===== config.mk =====
export PLATFORM = sky130hd
export DESIGN_NAME = led_strip_frame_generator_core
export DESIGN_NICKNAME = d
export VERILOG_FILES = /design/src/hdl/lsfg_pkg.sv /design/src/hdl/lsfg_ram.sv /design/src/hdl/lsfg_ctrl.sv /design/src/hdl/lsfg_out.sv /design/src/hdl/led_strip_frame_generator_core.sv
export SDC_FILE = /design/constraint.sdc
export NUM_CORES = 1
export LEC_CHECK = 0
export BUFFER_PORTS_ARGS = -buffer_cell sky130_fd_sc_hd__buf_2
export CAP_MARGIN = 20
export CORE_MARGIN = 3
export CORE_UTILIZATION = 48
export CTS_CLUSTER_SIZE = 40
export DETAILED_ROUTE_END_ITERATION = 6
export PLACE_DENSITY = 0.64
export SYNTH_ARGS = -nofsm -noshare
export SYNTH_HDL_FRONTEND = slang
export SYNTH_SLANG_ARGS = --single-unit

===== constraint.sdc =====
create_clock -name clk_i -period 4.3 [get_ports clk_i]
set_input_delay 0.645 -clock clk_i [delete_from_list [all_inputs] [get_ports clk_i]]
set_output_delay 0.645 -clock clk_i [all_outputs]
set_load 0.02 [all_outputs]

===== src/hdl/lsfg_pkg.sv =====
// Shared types and codes for the LED strip frame generator.
// No dependencies; imported by every module of the block but the pixel RAM.
`timescale 1ns / 1ps

package lsfg_pkg;

  localparam int LSFG_MAX_LEDS = 32;

  localparam int LED_COUNT_W = 6;
  localparam int ORDER_W     = 2;
  localparam int CFG_DATA_W  = 6;
  localparam int INDEX_W     = 5;
  localparam int CHAN_W      = 8;
  localparam int PIXEL_W     = 3 * CHAN_W;
  localparam int WORD_W      = 32;

  localparam logic [LED_COUNT_W-1:0] LED_COUNT_RESET = 6'd32;

  // register indexes
  localparam logic CFG_LED_COUNT   = 1'b0;
  localparam logic CFG_COLOR_ORDER = 1'b1;

  // wire byte orders
  localparam logic [ORDER_W-1:0] ORDER_RGB = 2'd0;
  localparam logic [ORDER_W-1:0] ORDER_GRB = 2'd1;
  localparam logic [ORDER_W-1:0] ORDER_BGR = 2'd2;

  // command codes
  localparam logic CMD_SET  = 1'b0;
  localparam logic CMD_SHOW = 1'b1;

  // result kinds and status codes
  localparam logic KIND_STATUS  = 1'b0;
  localparam logic KIND_FRAME   = 1'b1;
  localparam logic STATUS_OK    = 1'b0;
  localparam logic STATUS_RANGE = 1'b1;

  localparam logic [WORD_W-1:0] WORD_START = 32'h0000_0000;
  localparam logic [WORD_W-1:0] WORD_END   = 32'hFFFF_FFFF;
  localparam logic [CHAN_W-1:0] BRIGHT_HDR = 8'hFF;

  typedef enum logic [1:0] {
    ST_IDLE,
    ST_WALK,
    ST_END
  } lsfg_state_e;

  typedef struct packed {
    logic              kind;
    logic              status;
    logic [WORD_W-1:0] word;
    logic              last;
  } lsfg_res_t;

  typedef struct packed {
    logic [1:0] count;
    logic       pop;
  } lsfg_fifo_stat_t;

endpackage


===== src/hdl/lsfg_ram.sv =====
// Generic single-port-write, single-port-read RAM with registered read.
// No dependencies.
`timescale 1ns / 1ps

module lsfg_ram #(
  parameter int WIDTH = 24,
  parameter int DEPTH = 32,
  parameter int AW    = (DEPTH > 1) ? $clog2(DEPTH) : 1
) (
  input  logic             clk_i,
  input  logic             we_i,
  input  logic [AW-1:0]    waddr_i,
  input  logic [WIDTH-1:0] wdata_i,
  input  logic             re_i,
  input  logic [AW-1:0]    raddr_i,
  output logic [WIDTH-1:0] rdata_o
);

  logic [WIDTH-1:0] mem_q [DEPTH];
  logic [WIDTH-1:0] rdata_q;

  always_ff @(posedge clk_i) begin
    if (we_i) begin
      mem_q[waddr_i] <= wdata_i;
    end
    if (re_i) begin
      rdata_q <= mem_q[raddr_i];
    end
  end

  assign rdata_o = rdata_q;

endmodule


===== src/hdl/lsfg_ctrl.sv =====
// Command sequencer: config registers, pixel writes, frame walk and issue stage.
// Depends on lsfg_pkg; drives the pixel RAM and the output queue.
`timescale 1ns / 1ps

module lsfg_ctrl
  import lsfg_pkg::*;
#(
  parameter int MAX_LEDS = LSFG_MAX_LEDS,
  parameter int AW       = (MAX_LEDS > 1) ? $clog2(MAX_LEDS) : 1
) (
  input  logic                  clk_i,
  input  logic                  rst_ni,
  input  logic                  cfg_we_i,
  input  logic                  cfg_addr_i,
  input  logic [CFG_DATA_W-1:0] cfg_wdata_i,
  input  logic                  in_valid_i,
  output logic                  in_ready_o,
  input  logic                  cmd_i,
  input  logic [INDEX_W-1:0]    pos_i,
  input  logic [CHAN_W-1:0]     red_i,
  input  logic [CHAN_W-1:0]     green_i,
  input  logic [CHAN_W-1:0]     blue_i,
  output logic                  ram_we_o,
  output logic [AW-1:0]         ram_waddr_o,
  output logic [PIXEL_W-1:0]    ram_wdata_o,
  output logic                  ram_re_o,
  output logic [AW-1:0]         ram_raddr_o,
  input  logic [PIXEL_W-1:0]    ram_rdata_i,
  input  lsfg_fifo_stat_t       fifo_stat_i,
  output logic                  push_valid_o,
  output lsfg_res_t             push_o
);

  localparam logic [LED_COUNT_W-1:0] MaxCount = LED_COUNT_W'(MAX_LEDS);

  lsfg_state_e state_q, state_d;

  logic [LED_COUNT_W-1:0] led_count_q;
  logic [ORDER_W-1:0]     order_q;
  logic [LED_COUNT_W-1:0] n_eff;
  logic [LED_COUNT_W-1:0] n_q;
  logic [LED_COUNT_W-1:0] idx_q, idx_d;
  logic [MAX_LEDS-1:0]    pix_vld_q;
  logic [7:0]             pos_ext;
  logic [7:0]             walk_ext;
  logic                   idx_ok;
  logic                   issue_ok;
  logic                   accept;
  logic                   walk_done;
  logic [PIXEL_W-1:0]     packed_pix;

  // issue stage
  logic p_valid_q, p_valid_d;
  logic p_kind_q, p_kind_d;
  logic p_status_q, p_status_d;
  logic p_last_q, p_last_d;
  logic p_mem_q, p_mem_d;
  logic p_ones_q, p_ones_d;
  logic p_pix_vld_q, p_pix_vld_d;

  assign n_eff = (led_count_q > MaxCount) ? MaxCount : led_count_q;
  assign idx_ok = {1'b0, pos_i} < n_eff;
  assign pos_ext = {3'b000, pos_i};
  assign walk_ext = {2'b00, idx_q};
  assign walk_done = (idx_q == n_q - 1'b1);

  assign issue_ok = ({1'b0, fifo_stat_i.count} + {2'b00, p_valid_q})
                    < (3'd2 + {2'b00, fifo_stat_i.pop});

  always_comb begin
    case (order_q)
      ORDER_GRB: packed_pix = {green_i, red_i, blue_i};
      ORDER_BGR: packed_pix = {blue_i, green_i, red_i};
      default:   packed_pix = {red_i, green_i, blue_i};
    endcase
  end

  // next state
  always_comb begin
    state_d = state_q;
    unique case (state_q)
      ST_IDLE: begin
        if (accept && cmd_i == CMD_SHOW) begin
          state_d = (n_eff == '0) ? ST_END : ST_WALK;
        end
      end
      ST_WALK: begin
        if (issue_ok && walk_done) begin
          state_d = ST_END;
        end
      end
      ST_END: begin
        if (issue_ok) begin
          state_d = ST_IDLE;
        end
      end
      default: state_d = ST_IDLE;
    endcase
  end

  // outputs
  always_comb begin
    in_ready_o  = 1'b0;
    accept      = 1'b0;
    ram_we_o    = 1'b0;
    ram_re_o    = 1'b0;
    ram_waddr_o = pos_ext[AW-1:0];
    ram_wdata_o = packed_pix;
    ram_raddr_o = walk_ext[AW-1:0];
    idx_d       = idx_q;
    p_valid_d   = 1'b0;
    p_kind_d    = KIND_FRAME;
    p_status_d  = STATUS_OK;
    p_last_d    = 1'b0;
    p_mem_d     = 1'b0;
    p_ones_d    = 1'b0;
    p_pix_vld_d = 1'b0;
    unique case (state_q)
      ST_IDLE: begin
        in_ready_o = issue_ok;
        accept     = in_valid_i && issue_ok;
        if (accept) begin
          p_valid_d = 1'b1;
          idx_d     = '0;
          if (cmd_i == CMD_SET) begin
            p_kind_d   = KIND_STATUS;
            p_status_d = idx_ok ? STATUS_OK : STATUS_RANGE;
            p_last_d   = 1'b1;
            ram_we_o   = idx_ok;
          end
        end
      end
      ST_WALK: begin
        if (issue_ok) begin
          p_valid_d   = 1'b1;
          p_mem_d     = 1'b1;
          p_pix_vld_d = pix_vld_q[ram_raddr_o];
          ram_re_o    = 1'b1;
          idx_d       = idx_q + 1'b1;
        end
      end
      ST_END: begin
        if (issue_ok) begin
          p_valid_d = 1'b1;
          p_ones_d  = 1'b1;
          p_last_d  = 1'b1;
        end
      end
      default: ;
    endcase
  end

  always_ff @(posedge clk_i or negedge rst_ni) begin
    if (!rst_ni) begin
      state_q     <= ST_IDLE;
      led_count_q <= LED_COUNT_RESET;
      order_q     <= ORDER_RGB;
      pix_vld_q   <= '0;
      idx_q       <= '0;
      n_q         <= '0;
      p_valid_q   <= 1'b0;
    end else begin
      state_q   <= state_d;
      idx_q     <= idx_d;
      p_valid_q <= p_valid_d;
      if (accept) begin
        n_q <= n_eff;
      end
      if (ram_we_o) begin
        pix_vld_q[ram_waddr_o] <= 1'b1;
      end
      if (cfg_we_i) begin
        if (cfg_addr_i == CFG_LED_COUNT) begin
          led_count_q <= cfg_wdata_i[LED_COUNT_W-1:0];
        end else begin
          order_q <= cfg_wdata_i[ORDER_W-1:0];
        end
      end
    end
  end

  always_ff @(posedge clk_i) begin
    p_kind_q    <= p_kind_d;
    p_status_q  <= p_status_d;
    p_last_q    <= p_last_d;
    p_mem_q     <= p_mem_d;
    p_ones_q    <= p_ones_d;
    p_pix_vld_q <= p_pix_vld_d;
  end

  always_comb begin
    push_valid_o  = p_valid_q;
    push_o.kind   = p_kind_q;
    push_o.status = p_status_q;
    push_o.last   = p_last_q;
    if (p_mem_q) begin
      push_o.word = p_pix_vld_q ? {BRIGHT_HDR, ram_rdata_i} : {BRIGHT_HDR, {PIXEL_W{1'b0}}};
    end else begin
      push_o.word = p_ones_q ? WORD_END : WORD_START;
    end
  end

endmodule


===== src/hdl/lsfg_out.sv =====
// Two-entry result queue in front of the output stream.
// Depends on lsfg_pkg; fed by the command sequencer.
`timescale 1ns / 1ps

module lsfg_out
  import lsfg_pkg::*;
(
  input  logic            clk_i,
  input  logic            rst_ni,
  input  logic            push_valid_i,
  input  lsfg_res_t       push_i,
  output lsfg_fifo_stat_t stat_o,
  output logic            out_valid_o,
  input  logic            out_ready_i,
  output lsfg_res_t       out_o
);

  lsfg_res_t  e0_q, e0_d;
  lsfg_res_t  e1_q, e1_d;
  logic [1:0] count_q, count_d;
  logic       pop;

  assign pop = (count_q != 2'd0) && out_ready_i;

  always_comb begin
    e0_d    = e0_q;
    e1_d    = e1_q;
    count_d = count_q;
    case (count_q)
      2'd0: begin
        if (push_valid_i) begin
          e0_d    = push_i;
          count_d = 2'd1;
        end
      end
      2'd1: begin
        if (pop && push_valid_i) begin
          e0_d = push_i;
        end else if (push_valid_i) begin
          e1_d    = push_i;
          count_d = 2'd2;
        end else if (pop) begin
          count_d = 2'd0;
        end
      end
      default: begin
        if (pop) begin
          e0_d = e1_q;
          if (push_valid_i) begin
            e1_d = push_i;
          end else begin
            count_d = 2'd1;
          end
        end
      end
    endcase
  end

  always_ff @(posedge clk_i or negedge rst_ni) begin
    if (!rst_ni) begin
      count_q <= 2'd0;
    end else begin
      count_q <= count_d;
    end
  end

  always_ff @(posedge clk_i) begin
    e0_q <= e0_d;
    e1_q <= e1_d;
  end

  assign stat_o.count = count_q;
  assign stat_o.pop   = pop;
  assign out_valid_o  = (count_q != 2'd0);
  assign out_o        = e0_q;

endmodule


===== src/hdl/led_strip_frame_generator_core.sv =====
// LED strip frame generator: pixel store, set/show command handling, frame stream.
// A set is taken every cycle when the sink keeps up; its status passes issue stage and queue.
// A show emits the start word, one word per LED and the end word: min(led_count, MAX_LEDS)
// + 2 words, one per cycle at best, paced by the single pixel RAM read port and the queue.
// Reset restores led_count 32 and RGB order; per-entry valid flags make the whole
// store read black at once, with no clearing pass. Depends on lsfg_pkg and submodules.
`timescale 1ns / 1ps

module led_strip_frame_generator_core
  import lsfg_pkg::*;
#(
  parameter int MAX_LEDS = LSFG_MAX_LEDS
) (
  input  logic                  clk_i,
  input  logic                  rst_ni,
  input  logic                  cfg_we_i,
  input  logic                  cfg_addr_i,
  input  logic [CFG_DATA_W-1:0] cfg_wdata_i,
  input  logic                  s_axis_tvalid,
  output logic                  s_axis_tready,
  // index[4:0], red[12:5], green[20:13], blue[28:21], zero pad
  input  logic [31:0]           s_axis_tdata,
  // cmd
  input  logic                  s_axis_tuser,
  output logic                  m_axis_tvalid,
  input  logic                  m_axis_tready,
  // status[0], frame_word[32:1], zero pad
  output logic [39:0]           m_axis_tdata,
  // kind
  output logic                  m_axis_tuser,
  output logic                  m_axis_tlast
);

  localparam int AW = (MAX_LEDS > 1) ? $clog2(MAX_LEDS) : 1;

  logic               ram_we;
  logic [AW-1:0]      ram_waddr;
  logic [PIXEL_W-1:0] ram_wdata;
  logic               ram_re;
  logic [AW-1:0]      ram_raddr;
  logic [PIXEL_W-1:0] ram_rdata;
  lsfg_fifo_stat_t    fifo_stat;
  logic               push_valid;
  lsfg_res_t          push_res;
  lsfg_res_t          out_res;

  lsfg_ctrl #(
    .MAX_LEDS (MAX_LEDS),
    .AW       (AW)
  ) u_ctrl (
    .clk_i        (clk_i),
    .rst_ni       (rst_ni),
    .cfg_we_i     (cfg_we_i),
    .cfg_addr_i   (cfg_addr_i),
    .cfg_wdata_i  (cfg_wdata_i),
    .in_valid_i   (s_axis_tvalid),
    .in_ready_o   (s_axis_tready),
    .cmd_i        (s_axis_tuser),
    .pos_i        (s_axis_tdata[4:0]),
    .red_i        (s_axis_tdata[12:5]),
    .green_i      (s_axis_tdata[20:13]),
    .blue_i       (s_axis_tdata[28:21]),
    .ram_we_o     (ram_we),
    .ram_waddr_o  (ram_waddr),
    .ram_wdata_o  (ram_wdata),
    .ram_re_o     (ram_re),
    .ram_raddr_o  (ram_raddr),
    .ram_rdata_i  (ram_rdata),
    .fifo_stat_i  (fifo_stat),
    .push_valid_o (push_valid),
    .push_o       (push_res)
  );

  lsfg_ram #(
    .WIDTH (PIXEL_W),
    .DEPTH (MAX_LEDS),
    .AW    (AW)
  ) u_pixel_ram (
    .clk_i   (clk_i),
    .we_i    (ram_we),
    .waddr_i (ram_waddr),
    .wdata_i (ram_wdata),
    .re_i    (ram_re),
    .raddr_i (ram_raddr),
    .rdata_o (ram_rdata)
  );

  lsfg_out u_out (
    .clk_i        (clk_i),
    .rst_ni       (rst_ni),
    .push_valid_i (push_valid),
    .push_i       (push_res),
    .stat_o       (fifo_stat),
    .out_valid_o  (m_axis_tvalid),
    .out_ready_i  (m_axis_tready),
    .out_o        (out_res)
  );

  assign m_axis_tdata = {7'b0, out_res.word, out_res.status};
  assign m_axis_tuser = out_res.kind;
  assign m_axis_tlast = out_res.last;

endmodule

[Word-level counts from Yosys, hierarchy flattened]
Memories as Yosys holds them, arrays and structs flattened. A register that Yosys moved wholly into a read port is not among the register bits.
Cells that the tools add are included.
Storage, ports and cells
  flip-flop bits (word level): 133
  RAM bits: 768
  output and inout bits: 44
  memories kept: 1
Memories
  u_pixel_ram.mem_q: words 32, width 24, read ports 1, clocked after Yosys merged registers in 1, write ports 1, line lsfg_ram.sv:19  | logic [WIDTH-1:0] mem_q [DEPTH];
Operators by class
  add/sub/neg operators: 4
  $lt $le $gt $ge: 6
  equal/unequal tests: 16
  mux-type cells: 48
  bitwise gates (word level): 5
  reduce and logical (&&, ||, !) cells: 24
Operator list (count)
  35-bit two-way mux: 6
  35-bit one-hot mux with 2 select lines: 2
  32-bit two-way mux: 2
  24-bit one-hot mux with 2 select lines: 1
  32-bit bitwise OR: 1
  24-bit two-way mux: 1
  2-bit two-way mux: 10
  6-bit two-way mux: 3
  1-bit two-way mux: 16
  5-bit by 6-bit < comparator with 1-bit output (second input constant): 2
  2-bit by 1-bit inequality test with 1-bit output (second input constant): 6
  6-bit one-hot mux with 2 select lines: 1
  3-bit AND reduction: 4
  2-bit AND reduction: 4
  6-bit by 1-bit adder with 6-bit output (second input constant): 1
  2-bit by 1-bit == test with 1-bit output (second input constant): 3
  6-bit == test: 1
  6-bit greater-than comparator (second input constant): 1
  1-bit logical AND: 6
  6-bit zero test: 1
  5-bit by 6-bit < comparator with 1-bit output: 1
  2-bit one-hot mux with 3 select lines: 1
  2-bit nonzero test: 3
  6-bit by 1-bit subtractor with 6-bit output (second input constant): 1
  18 further kinds: 25

[Logic depth before layout (Yosys ltp)]
  depth in word-level cells: 9
  mapped depth: 9
  mapped depth without buffers: 8

[Cells and area by module]
Synthesis repeated with hierarchy kept, for this count alone.
Unflattened totals
  cells, all modules: 2242
  area total of the unflattened synthesis: 37303.3 um^2
Modules (own cells, without submodules)
  lsfg_ram: times used 1, cells an instance 1711, area an instance 30720.7 um^2
  lsfg_ctrl: times used 1, cells an instance 394, area an instance 3813.7 um^2
  lsfg_out: times used 1, cells an instance 129, area an instance 2712.6 um^2
  led_strip_frame_generator_core: times used 1, cells an instance 8, area an instance 56.3 um^2

[Least setup slack after synthesis]
OpenSTA, ideal clock, no wires.
  path type: input-to-reg
  from: input s_axis_tdata[0]
  to: memory u_pixel_ram.mem_q[1][0], enable pin
  setup time: 0.468 ns
  data arrival time: 4.168 ns
  required time: 3.832 ns
  path slack: -0.335 ns
  stages: 6
  path buffers: 1
  cells stage by stage: or3b_1 a21oi_1 o21ai_1 a22o_1 buf_1 nor4_1
Between the ends
  longest elaborated chain between the ends: 6
Ends and longest elaborated chain
  start, declared: line led_strip_frame_generator_core.sv:22  | input logic [31:0] s_axis_tdata,
  5-bit by 6-bit < comparator with 1-bit output: line lsfg_ctrl.sv:62  | assign idx_ok = {1'b0, pos_i} < n_eff;
  1-bit two-way mux: line lsfg_ctrl.sv:125  | if (cmd_i == CMD_SET) begin
  1-bit two-way mux: line lsfg_ctrl.sv:122  | if (accept) begin
  1-bit two-way mux: line lsfg_ctrl.sv:118  | unique case (state_q)
  1-bit two-way mux: line lsfg_ram.sv:23  | if (we_i) begin
  1-bit two-way mux (implied by the code): line lsfg_ram.sv:24  | mem_q[waddr_i] <= wdata_i;
  end, declared: line lsfg_ram.sv:19
Parallel ways exist; a longest one is shown, timed or not.

[Final worst setup path]
  from: register u_out.count_q[0]
  to: memory u_pixel_ram.mem_q[31][4], enable pin
Between the ends
  longest elaborated chain between the ends: 9
Ends and longest elaborated chain
  start, declared: line lsfg_out.sv:20  | logic [1:0] count_q, count_d;
  start signal, assigned: line lsfg_out.sv:63  | count_q <= count_d;
  2-bit nonzero test: line lsfg_out.sv:23  | assign pop = (count_q != 2'd0) && out_ready_i;
  1-bit logical AND: line lsfg_out.sv:23
  2-bit by 1-bit adder with 3-bit output: line lsfg_ctrl.sv:68  | < (3'd2 + {2'b00, fifo_stat_i.pop});
  3-bit < comparator *: line lsfg_ctrl.sv:68
  1-bit logical AND *: line lsfg_ctrl.sv:121  | accept = in_valid_i && issue_ok;
  1-bit two-way mux *: line lsfg_ctrl.sv:122
  1-bit two-way mux *: line lsfg_ctrl.sv:118
  1-bit two-way mux *: line lsfg_ram.sv:23
  1-bit two-way mux (implied by the code) *: line lsfg_ram.sv:24
Every way passes the cells marked *; elsewhere a longest branch is shown, timed or not.

==> flow_summary.rst <==
.. list-table::
   :header-rows: 1

   * - Metric
     - Value
   * - Top library cells by usage in the layout, fill and taps aside
     - sky130_fd_sc_hd__edfxtp_1, sky130_fd_sc_hd__mux4_2, sky130_fd_sc_hd__clkbuf_16, sky130_fd_sc_hd__buf_4, sky130_fd_sc_hd__buf_2
   * - Insertion delay to the later sink of the worst-skew pair
     - around 0.65 ns
   * - Final worst path period need
     - 3.575 ns
   * - Count of inserted antenna diode cells
     - 0
   * - Pint
     - between 15 and 20 mW
   * - Routed vias/inst
     - around 5.9
   * - Path type of the worst setup path
     - flip-flop to flip-flop
   * - Vertical die dimension
     - 279.5 µm
   * - Pwr/cell area
     - roughly 630 mW/mm²
   * - Post-Syn Area
     - between 0.03 and 0.04 mm²
   * - Most common cell after layout, fill and taps aside
     - sky130_fd_sc_hd__edfxtp_1
   * - Max IR drop VDD
     - between 300 and 400 µV
   * - CTS Hold Bufs
     - 0
   * - Clock slew at the register clock pins of the worst setup and hold paths
     - 0.06 ns
   * - Root Driver
     - sky130_fd_sc_hd__clkbuf_16
   * - Maximum clock skew at final layout
     - approximately 0.025 ns
   * - Mean area per synthesized cell
     - ~22 µm²
   * - Count of distinct cell types in the synthesized netlist
     - 54
   * - Slew @ Worst Pin
     - 1.025 ns
   * - Num Clock Sinks
     - 911
   * - Maximum number of pins on one net before global-route repair
     - 58
   * - Per-cell routed wire length
     - roughly 28 µm
   * - Final Hold Viols
     - 0
   * - Depth of the CTS H-tree
     - 3
   * - Layout-stage area growth over the synthesis result
     - 14.98%
   * - Final critical-path share of the clock period
     - 83.15%
   * - Setup repair after global routing missed its margin
     - no
   * - Core Area
     - 0.07358 mm²
   * - Worst Hold Slack
     - approximately 0.17 ns
   * - Endpoint class of the critical path
     - flip-flop
   * - Final WL
     - a little under 80000 µm
   * - Number of buffer cells added on primary ports
     - 78
   * - Drc violations
     - 0
   * - Number of cells produced by synthesis
     - between 1500 and 2000
   * - Number of gates resized after cts
     - 0
   * - Number of detailed-route iterations in the first pass
     - 5
   * - Final number of max-transition violations
     - 0
   * - Proportion of synthesized chip area in sequential cells
     - 75.25%
   * - Clock share of power
     - between 20% and 30%
   * - FF+latch count, synth
     - ~900
   * - Share of post-route cells with drive strength above 1
     - a little over a third
   * - Final antenna-violating net count
     - 0
   * - Final weighted congestion in routability-driven placement
     - about 0.8
   * - Result of the run
     - finished, final reports clean
   * - Overall global routing resource usage
     - around a fifth
   * - Worst relative slew slack
     - between 30% and 40%
   * - Initial Utilization
     - between 40 and 50%
   * - Switching power summed over all nets
     - 7.321 mW
   * - Number of rows created at floorplan
     - slightly below 100
   * - Launching instance or port of the critical path
     - u_out.count_q[0]$_DFFE_PN0P_
   * - Crit Path Max Fanout
     - 23
   * - Remaining Overflow, GRT
     - 0
   * - F_max
     - between 0.2 and 0.3 GHz
   * - Fraction of power spent switching nets
     - between 20% and 30%
   * - HPWL after DPL
     - about 48000 µm
   * - # IOs
     - between 80 and 90
   * - Class of the worst hold path
     - primary input to async pin
   * - Initial drt markers
     - around 1700
   * - Area of placed instances
     - 0.03818 mm²
   * - Clock Tree Buf Depth
     - 3
   * - WP data arrival
     - between 3 and 4 ns
   * - Final Instance Area
     - about 0.041 mm²
   * - Wire length of the first global-routing pass
     - about 120000 µm
   * - Number of flops mapped to enable cells by yosys
     - about 850
   * - Gate power share
     - between 20% and 30%
   * - Via Count
     - between 15000 and 20000
   * - Critical path startpoint category
     - flip-flop
   * - Final core utilization
     - between 50% and 60%
   * - DIE WIDTH
     - about 280 µm
   * - Yosys warns
     - 0
   * - Total setup violations reported at the end of the flow
     - 0
   * - Proportion of synthesized flip-flops having asynchronous set or reset
     - 6.257%
   * - Number of CTS-inserted buffers
     - 89
   * - Req. time, crit path
     - approximately 4.6 ns
   * - Most instantiated flip-flop cell in the synthesis netlist
     - sky130_fd_sc_hd__edfxtp_1
   * - Number of post-CTS setup repair buffers
     - 0
   * - Net count reported at finish
     - about 1800
   * - Reported leakage power
     - ~14 nW
   * - TritonCTS clock tree
     - yes
   * - Area of the die
     - slightly below 0.08 mm²
   * - Reg power frac
     - 43.7%
   * - Initial antenna violation count
     - 3
   * - Max-cap violations
     - 0
   * - Vias in the first global route
     - between 15000 and 20000
   * - Critical register-to-register path startpoint
     - u_out.count_q[0]$_DFFE_PN0P_
critical path, stage by stage (launching register included):
cell and delay, ns:
sky130_fd_sc_hd__dfrtp_1 0.43, sky130_fd_sc_hd__ha_1 0.32, sky130_fd_sc_hd__o31a_4 0.40, sky130_fd_sc_hd__nor3_4 0.44
sky130_fd_sc_hd__nand2b_4 0.43, sky130_fd_sc_hd__buf_4 0.40, sky130_fd_sc_hd__nor4_4 0.39, sky130_fd_sc_hd__buf_4 0.37
sequential cells by signal, summed over array words and instances (netlist names), 2 cells and up:
name	flops
u_pixel_ram.mem_q	768
u_ctrl.pix_vld_q	32
u_out.e1_q	28
u_out.out_o	28
u_pixel_ram.rdata_o	24
u_ctrl.idx_q	6
u_ctrl.led_count_q	6
u_ctrl.n_q	6
u_ctrl.order_q	2
u_ctrl.state_q	2
u_out.count_q	2
cell families (layout without fill, tap and decap cells):
kind of cell | count (synthesis) | count (layout) | synth area share, %
flip-flops | 911 | 911 | 75.25
multiplexers | 316 | 316 | 17.74
AND/OR/NAND/NOR | 150 | 150 | 2.921
buffers and inverters | 118 | 365 | 1.638
AO/OA/AOI/OAI | 86 | 86 | 1.680
adder cells (fa/ha/maj) | 14 | 14 | 0.4880
XOR/XNOR | 11 | 11 | 0.2684
other | 1 | 7 | 0.01045
through the flow:
step                total power [mW]  setup WS, ns  std cells  setup TNS [ns]
floorplan                      16.12       -0.3353       1613          -39.97
global placement               18.19        0.7260       2643               0
detailed placement             18.37        0.6801       2645               0
CTS                            26.00        0.7313       2809               0
global route                   26.91        0.6105       2819               0
finish                         25.80        0.7246       2819               0
cells in the mapped netlist (2+ instances only):
library cell | number | area share (%)
sky130_fd_sc_hd__or2_2 | 4 | 0.070
sky130_fd_sc_hd__a21oi_1 | 11 | 0.15
sky130_fd_sc_hd__a22o_1 | 17 | 0.41
sky130_fd_sc_hd__buf_1 | 19 | 0.20
sky130_fd_sc_hd__o21ai_0 | 19 | 0.26
sky130_fd_sc_hd__ha_1 | 14 | 0.49
sky130_fd_sc_hd__nor4_2 | 26 | 0.91
sky130_fd_sc_hd__inv_1 | 12 | 0.13
sky130_fd_sc_hd__nand3_1 | 6 | 0.084
sky130_fd_sc_hd__nand4_1 | 3 | 0.052
sky130_fd_sc_hd__dfrtp_1 | 56 | 3.9
sky130_fd_sc_hd__xor2_1 | 3 | 0.073
sky130_fd_sc_hd__xnor2_1 | 8 | 0.20
sky130_fd_sc_hd__and2_1 | 2 | 0.035
sky130_fd_sc_hd__buf_2 | 13 | 0.18
sky130_fd_sc_hd__or3_1 | 2 | 0.035
sky130_fd_sc_hd__buf_4 | 24 | 0.50
sky130_fd_sc_hd__nand3b_1 | 4 | 0.084
sky130_fd_sc_hd__mux2i_1 | 5 | 0.14
sky130_fd_sc_hd__mux2_2 | 61 | 1.9
sky130_fd_sc_hd__a22oi_1 | 8 | 0.17
sky130_fd_sc_hd__edfxtp_1 | 848 | 71
sky130_fd_sc_hd__nor2_1 | 10 | 0.10
sky130_fd_sc_hd__dfxtp_1 | 6 | 0.33
sky130_fd_sc_hd__nand2b_1 | 3 | 0.052
sky130_fd_sc_hd__nor2b_1 | 11 | 0.19
sky130_fd_sc_hd__nor4_1 | 9 | 0.16
sky130_fd_sc_hd__buf_6 | 5 | 0.16
sky130_fd_sc_hd__nor3_1 | 5 | 0.070
sky130_fd_sc_hd__a21o_1 | 24 | 0.50
sky130_fd_sc_hd__clkbuf_1 | 43 | 0.45
sky130_fd_sc_hd__nand2_1 | 23 | 0.24
sky130_fd_sc_hd__or3b_2 | 2 | 0.049
sky130_fd_sc_hd__or2_1 | 32 | 0.56
sky130_fd_sc_hd__mux4_2 | 250 | 16
per-layer routing:
metal,GRT usage (%),wire length [µm]
met1,29.12,33330
met2,33.25,38280
met3,4.184,5265
met4,4.703,1538
met5,0,13
cell type report:
cell class,instances,area [µm²]
Inverter,13,48.80
Sequential cell,911,27020
Timing Repair Buffer,188,1519
Multi-Input combinational cell,584,8628
Fill cell,5406,32310
Clock buffer,112,2323
Clock inverter,52,526.8
Tap cell,959,1200
power by group through the flow:
stage | clock network (mW) | logic, mW | registers, mW
floorplan | 0 | 4.79 | 11.3
global placement | 0 | 6.74 | 11.5
detailed placement | 0 | 6.89 | 11.5
CTS | 7.78 | 6.92 | 11.3
global route | 8.15 | 7.42 | 11.3
finish | 7.62 | 6.90 | 11.3
path summary, 6_finish.rpt:
kind	end	slack, ns	depth (start not counted)
worst min register to register	u_out.e1_q[33]$_DFFE_PP_	0.45	0
min in group clk_i	u_ctrl.led_count_q[2]$_DFFE_PN0P_	0.24	2
worst max-delay path	u_pixel_ram.mem_q[31][4]$_DFFE_PP_	0.72	7
worst min-delay path	u_out.count_q[0]$_DFFE_PN0P_	0.17	2
max in group asynchronous	u_ctrl.idx_q[1]$_DFFE_PN0P_	3.54	2
worst max register to register	u_pixel_ram.mem_q[31][4]$_DFFE_PP_	0.72	7
Note: power is estimated with default switching activity, not from simulation.
